### src/sv/e2u_pkg.sv
package e2u_pkg;

  // Width of the signed seconds count.
  localparam int SECONDS_W = 36;
  // Width of the shared adder and of the signed seconds count being walked.
  localparam int DW = SECONDS_W + 2;

  localparam longint SEC_PER_DAY = 86400;
  localparam longint SEC_PER_HOUR = 3600;
  localparam longint SEC_PER_MIN = 60;
  localparam int DAYS_PER_WEEK = 7;
  localparam int DAYS_COMMON = 365;
  localparam int DAYS_LEAP = 366;
  localparam longint SEC_PER_COMMON_YEAR = DAYS_COMMON * SEC_PER_DAY;
  localparam longint SEC_PER_LEAP_YEAR = DAYS_LEAP * SEC_PER_DAY;

  // 1970-01-01 was a Thursday.
  localparam int WEEKDAY_OFS = 4;
  localparam int EPOCH_YEAR_OFS = 1970 - 1900;
  localparam int EPOCH_MOD400 = 1970 % 400;
  localparam int EPOCH_MOD100 = 1970 % 100;
  localparam logic [3:0] MONTH_FEB = 4'd1;
  localparam logic [3:0] MONTH_DEC = 4'd11;

  typedef struct packed {
    logic [DW-1:0] a;
    logic [DW-1:0] b;
    logic          sub;
  } alu_req_t;

  typedef struct packed {
    logic [5:0]        second_of_minute;
    logic [5:0]        minute_of_hour;
    logic [4:0]        hour_of_day;
    logic [4:0]        day_of_month;
    logic [3:0]        month_index;
    logic signed [11:0] year_since_1900;
    logic [2:0]        weekday;
    logic [8:0]        day_of_year;
  } cal_res_t;

  function automatic logic [4:0] month_len(input logic [3:0] m);
    logic [4:0] len;
    unique case (m)
      4'd0, 4'd2, 4'd4, 4'd6, 4'd7, 4'd9, 4'd11: len = 5'd31;
      4'd1: len = 5'd28;
      4'd3, 4'd5, 4'd8, 4'd10: len = 5'd30;
      default: len = 5'd31;
    endcase
    return len;
  endfunction

endpackage

### src/sv/e2u_if.sv
interface e2u_in_if;
  logic                                valid;
  logic                                ready;
  logic signed [e2u_pkg::SECONDS_W-1:0] epoch_seconds;

  modport source(output valid, output epoch_seconds, input ready);
  modport sink(input valid, input epoch_seconds, output ready);
endinterface

interface e2u_out_if;
  logic              valid;
  logic              ready;
  logic [5:0]        second_of_minute;
  logic [5:0]        minute_of_hour;
  logic [4:0]        hour_of_day;
  logic [4:0]        day_of_month;
  logic [3:0]        month_index;
  logic signed [11:0] year_since_1900;
  logic [2:0]        weekday;
  logic [8:0]        day_of_year;

  modport source(output valid, output second_of_minute, output minute_of_hour,
                 output hour_of_day, output day_of_month, output month_index,
                 output year_since_1900, output weekday, output day_of_year,
                 input ready);
  modport sink(input valid, input second_of_minute, input minute_of_hour,
               input hour_of_day, input day_of_month, input month_index,
               input year_since_1900, input weekday, input day_of_year,
               output ready);
endinterface

### src/sv/e2u_alu.sv
module e2u_alu (
  input  e2u_pkg::alu_req_t        req,
  output logic [e2u_pkg::DW-1:0]   res
);

  assign res = req.sub ? (req.a - req.b) : (req.a + req.b);

endmodule

### src/sv/e2u_seq.sv
module e2u_seq (
  input  logic                                 clk,
  input  logic                                 rst_n,
  input  logic                                 start,
  input  logic signed [e2u_pkg::SECONDS_W-1:0] secs,
  input  logic                                 take,
  output logic                                 idle,
  output logic                                 res_valid,
  output e2u_pkg::cal_res_t                    res
);

  localparam logic [2:0] S_IDLE  = 3'd0;
  localparam logic [2:0] S_YEAR  = 3'd1;
  localparam logic [2:0] S_MONTH = 3'd2;
  localparam logic [2:0] S_DAY   = 3'd3;
  localparam logic [2:0] S_HOUR  = 3'd4;
  localparam logic [2:0] S_MIN   = 3'd5;
  localparam logic [2:0] S_DONE  = 3'd6;

  localparam int DW = e2u_pkg::DW;
  localparam int SW = e2u_pkg::SECONDS_W;

  logic [2:0]          state_r, state_nxt;
  logic [DW-1:0]       acc_r, acc_nxt;
  logic [11:0]         year_r, year_nxt;
  logic [8:0]          m400_r, m400_nxt;
  logic [6:0]          m100_r, m100_nxt;
  logic [3:0]          month_r, month_nxt;
  logic [4:0]          hour_r, hour_nxt;
  logic [5:0]          min_r, min_nxt;
  logic [5:0]          sec_r, sec_nxt;
  logic [2:0]          wday_r, wday_nxt;
  logic [8:0]          doy_r, doy_nxt;
  logic [4:0]          dom_r, dom_nxt;

  e2u_pkg::alu_req_t   alu_req;
  logic [DW-1:0]       alu_res;
  logic                alu_neg;
  logic [8:0]          p400, n400;
  logic [6:0]          p100, n100;
  logic                acc_neg;
  logic                leap_cur;
  logic                leap_prev;
  logic                yr_leap;
  logic [1:0]          yr_shift;
  logic [4:0]          mlen;
  logic [DW-1:0]       mlen_secs;

  function automatic logic is_leap(input logic [8:0] m400, input logic [6:0] m100);
    return ((m400[1:0] == 2'd0) && (m100 != 7'd0)) || (m400 == 9'd0);
  endfunction

  function automatic logic [2:0] wk_fwd(input logic [2:0] w, input logic [1:0] d);
    logic [3:0] sum;
    sum = {1'b0, w} + {2'b00, d};
    return (sum >= 4'(e2u_pkg::DAYS_PER_WEEK)) ? 3'(sum - 4'(e2u_pkg::DAYS_PER_WEEK))
                                               : sum[2:0];
  endfunction

  function automatic logic [2:0] wk_back(input logic [2:0] w, input logic [1:0] d);
    logic [3:0] diff;
    diff = {1'b0, w} + 4'(e2u_pkg::DAYS_PER_WEEK) - {2'b00, d};
    return (diff >= 4'(e2u_pkg::DAYS_PER_WEEK)) ? 3'(diff - 4'(e2u_pkg::DAYS_PER_WEEK))
                                                : diff[2:0];
  endfunction

  e2u_alu u_alu (
    .req (alu_req),
    .res (alu_res)
  );

  // Year residues are tracked as wrapping counters so no division is needed.
  assign p400 = (m400_r == 9'd0) ? 9'd399 : m400_r - 9'd1;
  assign n400 = (m400_r == 9'd399) ? 9'd0 : m400_r + 9'd1;
  assign p100 = (m100_r == 7'd0) ? 7'd99 : m100_r - 7'd1;
  assign n100 = (m100_r == 7'd99) ? 7'd0 : m100_r + 7'd1;

  assign acc_neg   = acc_r[DW-1];
  assign leap_cur  = is_leap(m400_r, m100_r);
  assign leap_prev = is_leap(p400, p100);
  // Walking backward adds the length of the year before the current one.
  assign yr_leap   = acc_neg ? leap_prev : leap_cur;
  // A common year moves the weekday on by one, a leap year by two.
  assign yr_shift  = yr_leap ? 2'd2 : 2'd1;
  assign mlen = e2u_pkg::month_len(month_r)
              + {4'd0, (month_r == e2u_pkg::MONTH_FEB) && leap_cur};
  assign alu_neg = alu_res[DW-1];

  // Month lengths run from 28 to 31 days, so the low two bits pick the length.
  always_comb begin
    unique case (mlen[1:0])
      2'd0: mlen_secs = DW'(e2u_pkg::SEC_PER_DAY * 28);
      2'd1: mlen_secs = DW'(e2u_pkg::SEC_PER_DAY * 29);
      2'd2: mlen_secs = DW'(e2u_pkg::SEC_PER_DAY * 30);
      default: mlen_secs = DW'(e2u_pkg::SEC_PER_DAY * 31);
    endcase
  end

  always_comb begin
    alu_req.a   = acc_r;
    alu_req.b   = '0;
    alu_req.sub = 1'b1;
    unique case (state_r)
      S_YEAR: begin
        alu_req.b   = yr_leap ? DW'(e2u_pkg::SEC_PER_LEAP_YEAR)
                              : DW'(e2u_pkg::SEC_PER_COMMON_YEAR);
        alu_req.sub = !acc_neg;
      end
      S_MONTH: alu_req.b = mlen_secs;
      S_DAY:   alu_req.b = DW'(e2u_pkg::SEC_PER_DAY);
      S_HOUR:  alu_req.b = DW'(e2u_pkg::SEC_PER_HOUR);
      S_MIN:   alu_req.b = DW'(e2u_pkg::SEC_PER_MIN);
      default: alu_req.b = '0;
    endcase
  end

  always_comb begin
    state_nxt = state_r;
    acc_nxt   = acc_r;
    year_nxt  = year_r;
    m400_nxt  = m400_r;
    m100_nxt  = m100_r;
    month_nxt = month_r;
    hour_nxt  = hour_r;
    min_nxt   = min_r;
    sec_nxt   = sec_r;
    wday_nxt  = wday_r;
    doy_nxt   = doy_r;
    dom_nxt   = dom_r;
    unique case (state_r)
      S_IDLE: begin
        if (start) begin
          acc_nxt   = {{(DW-SW){secs[SW-1]}}, secs};
          year_nxt  = 12'(e2u_pkg::EPOCH_YEAR_OFS);
          m400_nxt  = 9'(e2u_pkg::EPOCH_MOD400);
          m100_nxt  = 7'(e2u_pkg::EPOCH_MOD100);
          wday_nxt  = 3'(e2u_pkg::WEEKDAY_OFS);
          state_nxt = S_YEAR;
        end
      end
      S_YEAR: begin
        if (acc_neg) begin
          acc_nxt  = alu_res;
          year_nxt = year_r - 12'd1;
          m400_nxt = p400;
          m100_nxt = p100;
          wday_nxt = wk_back(wday_r, yr_shift);
        end else if (!alu_neg) begin
          acc_nxt  = alu_res;
          year_nxt = year_r + 12'd1;
          m400_nxt = n400;
          m100_nxt = n100;
          wday_nxt = wk_fwd(wday_r, yr_shift);
        end else begin
          doy_nxt   = '0;
          month_nxt = '0;
          state_nxt = S_MONTH;
        end
      end
      S_MONTH: begin
        if ((month_r == e2u_pkg::MONTH_DEC) || alu_neg) begin
          dom_nxt   = 5'd1;
          state_nxt = S_DAY;
        end else begin
          acc_nxt   = alu_res;
          month_nxt = month_r + 4'd1;
          doy_nxt   = doy_r + {4'd0, mlen};
          // 28 days leave the weekday alone; each day beyond moves it on by one.
          wday_nxt  = wk_fwd(wday_r, mlen[1:0]);
        end
      end
      S_DAY: begin
        if (alu_neg) begin
          hour_nxt  = '0;
          state_nxt = S_HOUR;
        end else begin
          acc_nxt  = alu_res;
          dom_nxt  = dom_r + 5'd1;
          doy_nxt  = doy_r + 9'd1;
          wday_nxt = wk_fwd(wday_r, 2'd1);
        end
      end
      S_HOUR: begin
        if (alu_neg) begin
          min_nxt   = '0;
          state_nxt = S_MIN;
        end else begin
          acc_nxt  = alu_res;
          hour_nxt = hour_r + 5'd1;
        end
      end
      S_MIN: begin
        if (alu_neg) begin
          sec_nxt   = acc_r[5:0];
          state_nxt = S_DONE;
        end else begin
          acc_nxt = alu_res;
          min_nxt = min_r + 6'd1;
        end
      end
      S_DONE: begin
        if (take) begin
          state_nxt = S_IDLE;
        end
      end
      default: state_nxt = S_IDLE;
    endcase
  end

  always_ff @(posedge clk) begin
    if (!rst_n) begin
      state_r <= S_IDLE;
    end else begin
      state_r <= state_nxt;
    end
  end

  always_ff @(posedge clk) begin
    acc_r   <= acc_nxt;
    year_r  <= year_nxt;
    m400_r  <= m400_nxt;
    m100_r  <= m100_nxt;
    month_r <= month_nxt;
    hour_r  <= hour_nxt;
    min_r   <= min_nxt;
    sec_r   <= sec_nxt;
    wday_r  <= wday_nxt;
    doy_r   <= doy_nxt;
    dom_r   <= dom_nxt;
  end

  assign idle      = (state_r == S_IDLE);
  assign res_valid = (state_r == S_DONE);

  always_comb begin
    res.second_of_minute = sec_r;
    res.minute_of_hour   = min_r;
    res.hour_of_day      = hour_r;
    res.day_of_month     = dom_r;
    res.month_index      = month_r;
    res.year_since_1900  = $signed(year_r);
    res.weekday          = wday_r;
    res.day_of_year      = doy_r;
  end

endmodule

### src/sv/epoch_to_utc_calendar.sv
// Converts a signed count of seconds since 1970-01-01 00:00:00 UTC into the
// broken-down UTC calendar fields (second, minute, hour, day of month, month,
// year minus 1900, weekday, day of year). One word is worked on at a time by a
// single shared adder under a small sequencer, which subtracts whole years from
// the seconds count (or adds them back for dates before 1970), then months, days,
// hours and minutes, keeping the weekday on the way. The year walk grows with the
// distance from 1970, so words at the ends of the 36-bit range take longest.
// The input is not ready while a word is being converted; a finished result
// waits in an output register, and the next word may be taken meanwhile.
module epoch_to_utc_calendar (
  input  logic        clk,
  input  logic        rst_n,
  e2u_in_if.sink      in_ch,
  e2u_out_if.source   out_ch
);

  logic              seq_idle;
  logic              res_valid;
  logic              res_take;
  e2u_pkg::cal_res_t seq_res;
  logic              out_valid_r, out_valid_nxt;
  e2u_pkg::cal_res_t out_res_r, out_res_nxt;

  e2u_seq u_seq (
    .clk       (clk),
    .rst_n     (rst_n),
    .start     (in_ch.valid && in_ch.ready),
    .secs      (in_ch.epoch_seconds),
    .take      (res_take),
    .idle      (seq_idle),
    .res_valid (res_valid),
    .res       (seq_res)
  );

  assign in_ch.ready = seq_idle;
  assign res_take    = res_valid && (!out_valid_r || out_ch.ready);

  always_comb begin
    out_valid_nxt = out_valid_r;
    out_res_nxt   = out_res_r;
    if (res_take) begin
      out_valid_nxt = 1'b1;
      out_res_nxt   = seq_res;
    end else if (out_ch.ready) begin
      out_valid_nxt = 1'b0;
    end
  end

  always_ff @(posedge clk) begin
    if (!rst_n) begin
      out_valid_r <= 1'b0;
    end else begin
      out_valid_r <= out_valid_nxt;
    end
  end

  always_ff @(posedge clk) begin
    out_res_r <= out_res_nxt;
  end

  assign out_ch.valid            = out_valid_r;
  assign out_ch.second_of_minute = out_res_r.second_of_minute;
  assign out_ch.minute_of_hour   = out_res_r.minute_of_hour;
  assign out_ch.hour_of_day      = out_res_r.hour_of_day;
  assign out_ch.day_of_month     = out_res_r.day_of_month;
  assign out_ch.month_index      = out_res_r.month_index;
  assign out_ch.year_since_1900  = out_res_r.year_since_1900;
  assign out_ch.weekday          = out_res_r.weekday;
  assign out_ch.day_of_year      = out_res_r.day_of_year;

`ifndef SYNTHESIS
  // A word just taken keeps the input closed while it is converted.
  a_busy_after_start: assert property (@(posedge clk) disable iff (!rst_n)
    in_ch.valid && in_ch.ready |=> !in_ch.ready)
    else $error("input ready right after a word was taken");

  // A result handed over lands in the output register and frees the sequencer.
  a_handover: assert property (@(posedge clk) disable iff (!rst_n)
    res_take |=> out_ch.valid && in_ch.ready)
    else $error("result handover lost");

  a_field_range: assert property (@(posedge clk) disable iff (!rst_n)
    out_ch.valid |-> out_ch.month_index <= 4'd11 && out_ch.hour_of_day <= 5'd23
                     && out_ch.weekday <= 3'd6 && out_ch.day_of_month != 5'd0)
    else $error("calendar field out of range");
`endif

endmodule

### src/flat_wrapper.sv
// flat-port wrapper written by rule: the top's interface ports become plain ports
module epoch_to_utc_calendar_flat 
  (clk, rst_n, in_ch_valid, in_ch_epoch_seconds, in_ch_ready, out_ch_valid, out_ch_second_of_minute, out_ch_minute_of_hour, out_ch_hour_of_day, out_ch_day_of_month, out_ch_month_index, out_ch_year_since_1900, out_ch_weekday, out_ch_day_of_year, out_ch_ready);
  e2u_in_if in_ch_i ();
  e2u_out_if out_ch_i ();
  input  logic clk;
  input  logic rst_n;
  input wire logic [$bits(in_ch_i.valid)-1:0] in_ch_valid;
  input wire logic [$bits(in_ch_i.epoch_seconds)-1:0] in_ch_epoch_seconds;
  output wire logic [$bits(in_ch_i.ready)-1:0] in_ch_ready;
  output wire logic [$bits(out_ch_i.valid)-1:0] out_ch_valid;
  output wire logic [$bits(out_ch_i.second_of_minute)-1:0] out_ch_second_of_minute;
  output wire logic [$bits(out_ch_i.minute_of_hour)-1:0] out_ch_minute_of_hour;
  output wire logic [$bits(out_ch_i.hour_of_day)-1:0] out_ch_hour_of_day;
  output wire logic [$bits(out_ch_i.day_of_month)-1:0] out_ch_day_of_month;
  output wire logic [$bits(out_ch_i.month_index)-1:0] out_ch_month_index;
  output wire logic [$bits(out_ch_i.year_since_1900)-1:0] out_ch_year_since_1900;
  output wire logic [$bits(out_ch_i.weekday)-1:0] out_ch_weekday;
  output wire logic [$bits(out_ch_i.day_of_year)-1:0] out_ch_day_of_year;
  input wire logic [$bits(out_ch_i.ready)-1:0] out_ch_ready;
  assign in_ch_i.valid = in_ch_valid;
  assign in_ch_i.epoch_seconds = in_ch_epoch_seconds;
  assign in_ch_ready = in_ch_i.ready;
  assign out_ch_valid = out_ch_i.valid;
  assign out_ch_second_of_minute = out_ch_i.second_of_minute;
  assign out_ch_minute_of_hour = out_ch_i.minute_of_hour;
  assign out_ch_hour_of_day = out_ch_i.hour_of_day;
  assign out_ch_day_of_month = out_ch_i.day_of_month;
  assign out_ch_month_index = out_ch_i.month_index;
  assign out_ch_year_since_1900 = out_ch_i.year_since_1900;
  assign out_ch_weekday = out_ch_i.weekday;
  assign out_ch_day_of_year = out_ch_i.day_of_year;
  assign out_ch_i.ready = out_ch_ready;
  epoch_to_utc_calendar u_core (.clk(clk), .rst_n(rst_n), .in_ch(in_ch_i), .out_ch(out_ch_i));
endmodule
### config.mk
export PLATFORM = sky130hd
export DESIGN_NAME = epoch_to_utc_calendar_flat
export DESIGN_NICKNAME = d
export VERILOG_FILES = /design/src/sv/e2u_pkg.sv /design/src/sv/e2u_if.sv /design/src/sv/e2u_alu.sv /design/src/sv/e2u_seq.sv /design/src/sv/epoch_to_utc_calendar.sv /design/src/flat_wrapper.sv
export SDC_FILE = /design/constraint.sdc
export NUM_CORES = 1
export LEC_CHECK = 0
export BUFFER_PORTS_ARGS = -buffer_cell sky130_fd_sc_hd__buf_4
export CORE_MARGIN = 4
export CORE_UTILIZATION = 40
export DETAILED_ROUTE_END_ITERATION = 7
export GPL_ROUTABILITY_DRIVEN = 0
export RECOVER_POWER = 25
export REMOVE_ABC_BUFFERS = 1
export SYNTH_ARGS = -nofsm -noshare
export SYNTH_HDL_FRONTEND = slang
export SYNTH_HIERARCHICAL = 1
export SYNTH_SLANG_ARGS = --single-unit
export TNS_END_PERCENT = 10
### constraint.sdc
create_clock -name clk -period 10.2 [get_ports clk]
set_input_delay 3.06 -clock clk [delete_from_list [all_inputs] [get_ports clk]]
set_output_delay 3.06 -clock clk [all_outputs]
set_load 0.02 [all_outputs]
==> results of run 1 <==
## kinds of logic (layout without fill, tap and decap cells)
family	Yosys count	count (layout)	share of synthesized area
AOI/OAI and AO/OA	297	297	0.167
buffers and inverters	112	191	0.0385
adders and majority gates	90	90	0.100
and+or+nand+nor	366	366	0.157
DFF	160	160	0.407
muxes	43	43	0.0407
other	1	55	0.000322
xor gates and xnor gates	118	118	0.0894
## through the flow
step                      worst slack [ps]  instances  cell area [sq um]  power (mW)
after global routing                  1270       1704              13500        5.52
after floorplan                      -1150       1186              11600        3.67
final                                 1850       1704              13500        5.08
after global placement                2140       1672              12900        4.39
after detailed placement              1920       1672              12900        4.41
after CTS                             1860       1704              13500        5.09
## cell usage after synthesis (all sizes together) (7+ instances only)
master / count / area, sq um
nor2b: 16 / 108
o31ai: 12 / 90.1
inv: 57 / 214
and3: 20 / 126
mux2: 35 / 394
a31oi: 16 / 100
nand2: 72 / 270
nand3: 29 / 145
o21a: 16 / 120
ha: 83 / 1040
o21ai: 61 / 309
a21oi: 97 / 497
nand4: 11 / 68.8
clkbuf: 43 / 161
or3: 8 / 50.1
xnor2: 80 / 708
xor2: 38 / 333
nor2: 120 / 450
a21o: 21 / 159
edfxtp: 154 / 4620
nand2b: 15 / 93.8
or2: 7 / 43.8
mux2i: 8 / 80.1
nor4: 11 / 81.3
nor3: 28 / 150
buf: 12 / 72.6
## routing by layer
layer / wire (um) / share of wire
met5: 0 / 0
met4: 552 / 0.020
met3: 1080 / 0.040
met2: 12600 / 0.47
met1: 12800 / 0.47
## worst max-delay path by stage
stage / slack (ps) / from / end / cells past startpoint
2_1_floorplan: -1150 / u_core/u_seq/m400_r[0] / u_core/u_seq/m100_r[0] / 28
3_3_place_gp: 2140 / u_core/u_seq/m400_r[0] / u_core/u_seq/acc_r[11] / 30
3_5_place_dp: 1920 / u_core/u_seq/m400_r[0] / u_core/u_seq/acc_r[4] / 31
4_1_cts: 1860 / u_core/u_seq/m400_r[0] / u_core/u_seq/acc_r[3] / 31
5_1_grt: 1270 / u_core/u_seq/m400_r[0] / u_core/u_seq/acc_r[36] / 31
6_report: 1850 / u_core/u_seq/m400_r[0] / u_core/u_seq/acc_r[4] / 31
## sequential cells by signal, indices dropped and copies added (netlist names), 3 cells and up, named ones only
signal / cells
u_core/out_ch.weekday: 3
u_core/u_seq/doy_r: 9
u_core/out_ch.hour_of_day: 5
u_core/u_seq/month_r: 4
u_core/u_seq/sec_r: 6
u_core/out_ch.month_index: 4
u_core/u_seq/m400_r: 9
u_core/u_seq/dom_r: 5
u_core/out_ch.day_of_year: 9
u_core/u_seq/acc_r: 38
u_core/u_seq/year_r: 12
u_core/u_seq/min_r: 6
u_core/out_ch.day_of_month: 5
u_core/u_seq/wday_r: 3
u_core/u_seq/hour_r: 5
u_core/out_ch.minute_of_hour: 6
u_core/out_ch.second_of_minute: 6
u_core/u_seq/m100_r: 7
u_core/u_seq/state_r: 3
u_core/out_ch.year_since_1900: 12
## power breakdown
group	leakage (nW)	total [mW]	switching [mW]	internal, mW
logic	3.49	3.22	1.88	1.34
registers	1.48	1.21	0.169	1.05
clock network	0.285	0.654	0.305	0.349
## worst max-delay path, delay by kind of cell (launching register included)
| family | cells | cell delay (ps) |
|---|---|---|
| buf+inv | 4 | 930 |
| compound gates | 6 | 1230 |
| flops | 1 | 530 |
| fa+ha+maj | 6 | 1670 |
| xor+xnor | 2 | 260 |
| simple gates | 13 | 3300 |
## cell type report
| cell class | instances | area share |
|---|---|---|
| multi-input combinational | 969 | 0.495 |
| sequential | 160 | 0.352 |
| timing repair buffer | 102 | 0.0563 |
| tap | 384 | 0.0357 |
| clock buffer | 17 | 0.0316 |
| inverter | 57 | 0.0159 |
| clock inverter | 15 | 0.0128 |
==> results_dict.tcl, run 1 <==
set metrics [dict create \
    outcome "complete, but fails checks" \
    violations "capacitance limit, slew limit" \
    finClkSkew_ps 14.0 \
    startpoint_type "register" \
    cts_buffers 17 \
    r2r_cells 31 \
    holdWs_ps 424 \
    fin_util 0.469 \
    die_h_um 179 \
    cts_buffer_depth 2 \
    syn_area_per_cell_sq_um 9.81 \
    timing.fmax_ghz 0.120 \
    slew_viol_final 43 \
    drive_gt1_frac 0.150 \
    grtUsageTotal 0.169 \
    peakVddDrop_v 0.000170 \
    finalCriticalPeriod_ps 8350 \
    cts_setup_buffers 0 \
    p_leak_nw 5.25 \
    firstDrtPassIters 5 \
    wl_um 27100 \
    grt_max_degree 43 \
    setup_viol 0 \
    r2r-start "u_core/u_seq/m400_r[0]" \
    layout_common_cells "154 x edfxtp_1, 120 x nor2_1, 100 x buf_4" \
    core_sq_um 28700 \
    relSlewSlack -0.368 \
    synth_area_sq_um 11600 \
    synth_ff_type "edfxtp_1" \
    fill_cells 2747 \
    regArea_sq_um 4740 \
    multi_input_area_sq_um 6670 \
    drv_cap 1 \
    ant_nets 0 \
    die-area_sq_um 31900 \
    crit_top_cell "ha_1" \
    cts.sinks 160 \
    required_ps 10260 \
    hold_end "u_core/out_ch.second_of_minute[4]" \
    finalCritPeriodShare 0.819 \
    synth-edff-count 154 \
    synth-async-reset-ratio 0 \
    syn2layout_area_growth_pct 15.6 \
    hpwl_um 19700 \
    clock_tree.root_cell "clkbuf_16" \
    ys_seq_area_frac 0.407 \
    hold_path_depth 0 \
    num_antenna_cells 0 \
    crit_path_max_fanout 37 \
    die_w_um 179 \
    final_nets 1436 \
    ys_types 88 \
    cts_tree "yes" \
    met3_usage 0.0226 \
    worst_pin_slew_ps 2050 \
    grt_pass1_wl_um 43600 \
    use_met1 0.231 \
    final_common_cell "edfxtp_1" \
    powerDensity_nw_per_um2 377 \
    global_route.usage.met2 0.280 \
    drt-vias-per-instance 5.31 \
    io-pin-count 92 \
    worstHoldPathType "register to register" \
    synthCells 1187 \
    busiest_layer "met2" \
    finalHoldViolations 0 \
    post_cts_resized 0 \
    finalSetupTns_ps 0 \
    r2r-end "u_core/u_seq/acc_r[4]" \
    antenna_found_initial 0 \
    rows 62 \
    grt_overflow 0 \
    slowest_stage "or4b_2" \
    clock_latency_ps 430 \
    start_util 0.406 \
    arrival_ps 8410 \
    io_buffers 91 \
    synth-seq-cells 160 \
    yosys_warnings 6 \
    crit_type "register to register" \
    holdBufCountCts 0 \
    crit_path_max_incr_delay_ps 670 \
    drt_iter0_markers 529 \
    grt_pass1_vias 8742 \
    vias 9052 \
    rsz0062_at_grt "false" \
    drc 0 \
    htree_num_levels 4 \
    cp-end-kind "register" \
    min_from "u_core/u_seq/sec_r[4]" \
    wl_per_cell_um 15.9 \
    r2r_setup_slack_ps 1850 \
    path_clk_slew_ps 80 \
]
(Power assumes the default switching activity.)
==> run 2: changes to the inputs <==
--- a/config.mk
+++ b/config.mk
@@ -5,6 +5,7 @@
 export SDC_FILE = /design/constraint.sdc
 export NUM_CORES = 1
 export LEC_CHECK = 0
+export ABC_AREA = 1
 export BUFFER_PORTS_ARGS = -buffer_cell sky130_fd_sc_hd__buf_4
 export CORE_MARGIN = 4
 export CORE_UTILIZATION = 40
==> constraint.sdc (replaced) <==
create_clock -name clk -period 7.5 [get_ports clk]
set_input_delay 2.25 -clock clk [delete_from_list [all_inputs] [get_ports clk]]
set_output_delay 2.25 -clock clk [all_outputs]
set_load 0.02 [all_outputs]
==> run 2 against run 1 <==
Against the previous run:
- the run now ends clean
- non-clock buffer count decreased by 2
- wire length rose by 13%
- sequential cell count is the same
- critical path type unchanged
- highest routed layer unchanged
==> results_dict.tcl, run 2 <==
set metrics [dict create \
    crit_type "register to register" \
    syn2layout_area_growth_pct 15.2 \
    worst_pin_slew_ps 1400 \
    final_common_cell "nand2_1" \
    grt_pass1_wl_um 49400 \
    die_w_um 184 \
    drt-vias-per-instance 4.93 \
    min_from "u_core/u_seq/sec_r[2]" \
    relSlewSlack 0.0691 \
    core_sq_um 30700 \
    yosys.area.top_type "edfxtp_1" \
    crit_path_max_fanout 37 \
    synth-async-reset-ratio 0 \
    finClkSkew_ps 20.3 \
    hpwl_um 23800 \
    layout_common_cells "415 x nand2_1, 248 x inv_1, 174 x nor2_1" \
    slowest_stage "edfxtp_1" \
    top_register "u_core/u_seq/acc_r" \
    drt_iter0_markers 710 \
    ys_seq_area_frac 0.381 \
    crit_path_max_incr_delay_ps 450 \
    grt_overflow 0 \
    firstDrtPassIters 5 \
    ant_nets 0 \
    post_cts_resized 0 \
    wl_per_cell_um 14.1 \
    synth_top_cell_area_share 0.371 \
    yosys_warnings 6 \
    num_antenna_cells 0 \
    rows 64 \
    cts_setup_buffers 0 \
    slew_viol_final 0 \
    rsz0062_at_grt "false" \
    yosysMostFrequentCell "nand2_1" \
    final_nets 1885 \
    synth_area_sq_um 12500 \
    clock_tree.root_cell "clkbuf_16" \
    drc 0 \
    synth_ff_type "edfxtp_1" \
    cts_buffer_depth 2 \
    io-pin-count 92 \
    grt_pass1_vias 10100 \
    fill_cells 3023 \
    outcome "completed" \
    wl_um 30500 \
    cp-end-kind "register" \
    timing.fmax_ghz 0.147 \
    synth-seq-cells 160 \
    critPathLaunch "u_core/u_seq/m100_r[0]" \
    finalHoldViolations 0 \
    setup_viol 0 \
    die-area_sq_um 34000 \
    clock_latency_ps 440 \
    ys_types 55 \
    largest_reg_flops 38 \
    r2r-start "u_core/u_seq/m100_r[0]" \
    antenna_found_initial 0 \
    arrival_ps 6920 \
    syn_area_per_cell_sq_um 7.76 \
    synth-edff-count 154 \
    drv_cap 0 \
    dp_worst_setup_slack_ps 596 \
    io_buffers 91 \
    vias 10700 \
    startpoint_type "register" \
    start_util 0.406 \
    cts.sinks 160 \
    grt_max_degree 51 \
    synthCells 1605 \
    grtUsageTotal 0.181 \
    cts_buffers 17 \
    synth_commonest_cells "413 x nand2_1, 245 x inv_1, 171 x nor2_1" \
    drive_gt1_frac 0.134 \
    crit_top_cell "nand2_1" \
    worstHoldPathType "register to register" \
    die_h_um 184 \
    finalCriticalPeriod_ps 6800 \
    path_clk_slew_ps 70 \
    synth_area_leaders "edfxtp_1 37%, nand2_1 12%, ha_1 8.3%" \
    htree_num_levels 4 \
    setup_ws_ps 697 \
    required_ps 7620 \
    cts_tree "yes" \
    finalCritPeriodShare 0.907 \
    holdBufCountCts 0 \
]
run 2: changes by cell type after synthesis, moves of 19 or more:
cell      before  now
nor2_1       120  171
nand3_1       29   86
and3_1        19    0
nand2_1       72  413
inv_1         57  245
nand2_2        0   22
xnor2_1       79   21
clkbuf_1      43    2
run 2: cell type report:
type / count / area [sq um] / share of cell area
multi-input cells: 1219 / 6810 / 0.474
flip-flops and latches: 160 / 4740 / 0.331
clock buffers: 17 / 425 / 0.0296
well taps: 396 / 495 / 0.0345
repair buffers: 100 / 759 / 0.0529
clock inverters: 15 / 151 / 0.0105
inverters: 258 / 968 / 0.0675
run 2: per-stage QoR:
step	setup TNS, ps	instance area, sq um	util	hold slack (ps)	std cells
3_5_place_dp	0	13800	0.450	405	2133
6_report	0	14400	0.468	423	2165
4_1_cts	0	14400	0.469	426	2165
5_1_grt	0	14400	0.468	436	2165
2_1_floorplan	-17880	12500	-	400	1637
3_3_place_gp	0	13800	0.450	406	2133
run 2: logic make-up (layout without fill, tap and decap cells):
| family | count (synthesis) | count (layout) | share of synthesized area |
|---|---|---|---|
| mux | 35 | 35 | 0.0316 |
| compound gates | 193 | 193 | 0.0869 |
| simple gates | 785 | 785 | 0.273 |
| other cells | 1 | 49 | 0.000301 |
| buf+inv | 274 | 390 | 0.0866 |
| fa+ha+maj | 89 | 89 | 0.0930 |
| flops | 160 | 160 | 0.381 |
| xor+xnor | 68 | 68 | 0.0478 |
run 2: worst max-delay path: cells and delay by family (launching register included):
family                   cells  cell delay [ps]
AO/OA/AOI/OAI                7             1360
flip-flops                   1              450
XOR/XNOR                     1              150
AND/OR/NAND/NOR             17             2130
adder cells (fa/ha/maj)      5             1360
buffers and inverters        6              960
run 2: worst paths after layout:
path	end	slack, ps	cells after the start
max reg2reg	u_core/u_seq/acc_r[5]	700	36
min	u_core/out_ch.second_of_minute[2]	420	0
max	u_core/u_seq/acc_r[5]	700	36
min reg2reg	u_core/out_ch.second_of_minute[2]	420	0
run 2: routing by layer:
| layer | track usage | part of all wire | up-vias |
|---|---|---|---|
| met3 | 0.0274 | 0.049 | 45 |
| li1 | - | - | 5522 |
| met2 | 0.296 | 0.46 | 259 |
| met4 | 0.0654 | 0.025 | 0 |
| met1 | 0.244 | 0.47 | 4846 |
| met5 | 0 | 0 | - |
Power of run 2 is left out: the tool's default activity adds up to more than one toggle a clock period on the data nets, which glitch-free logic cannot reach.
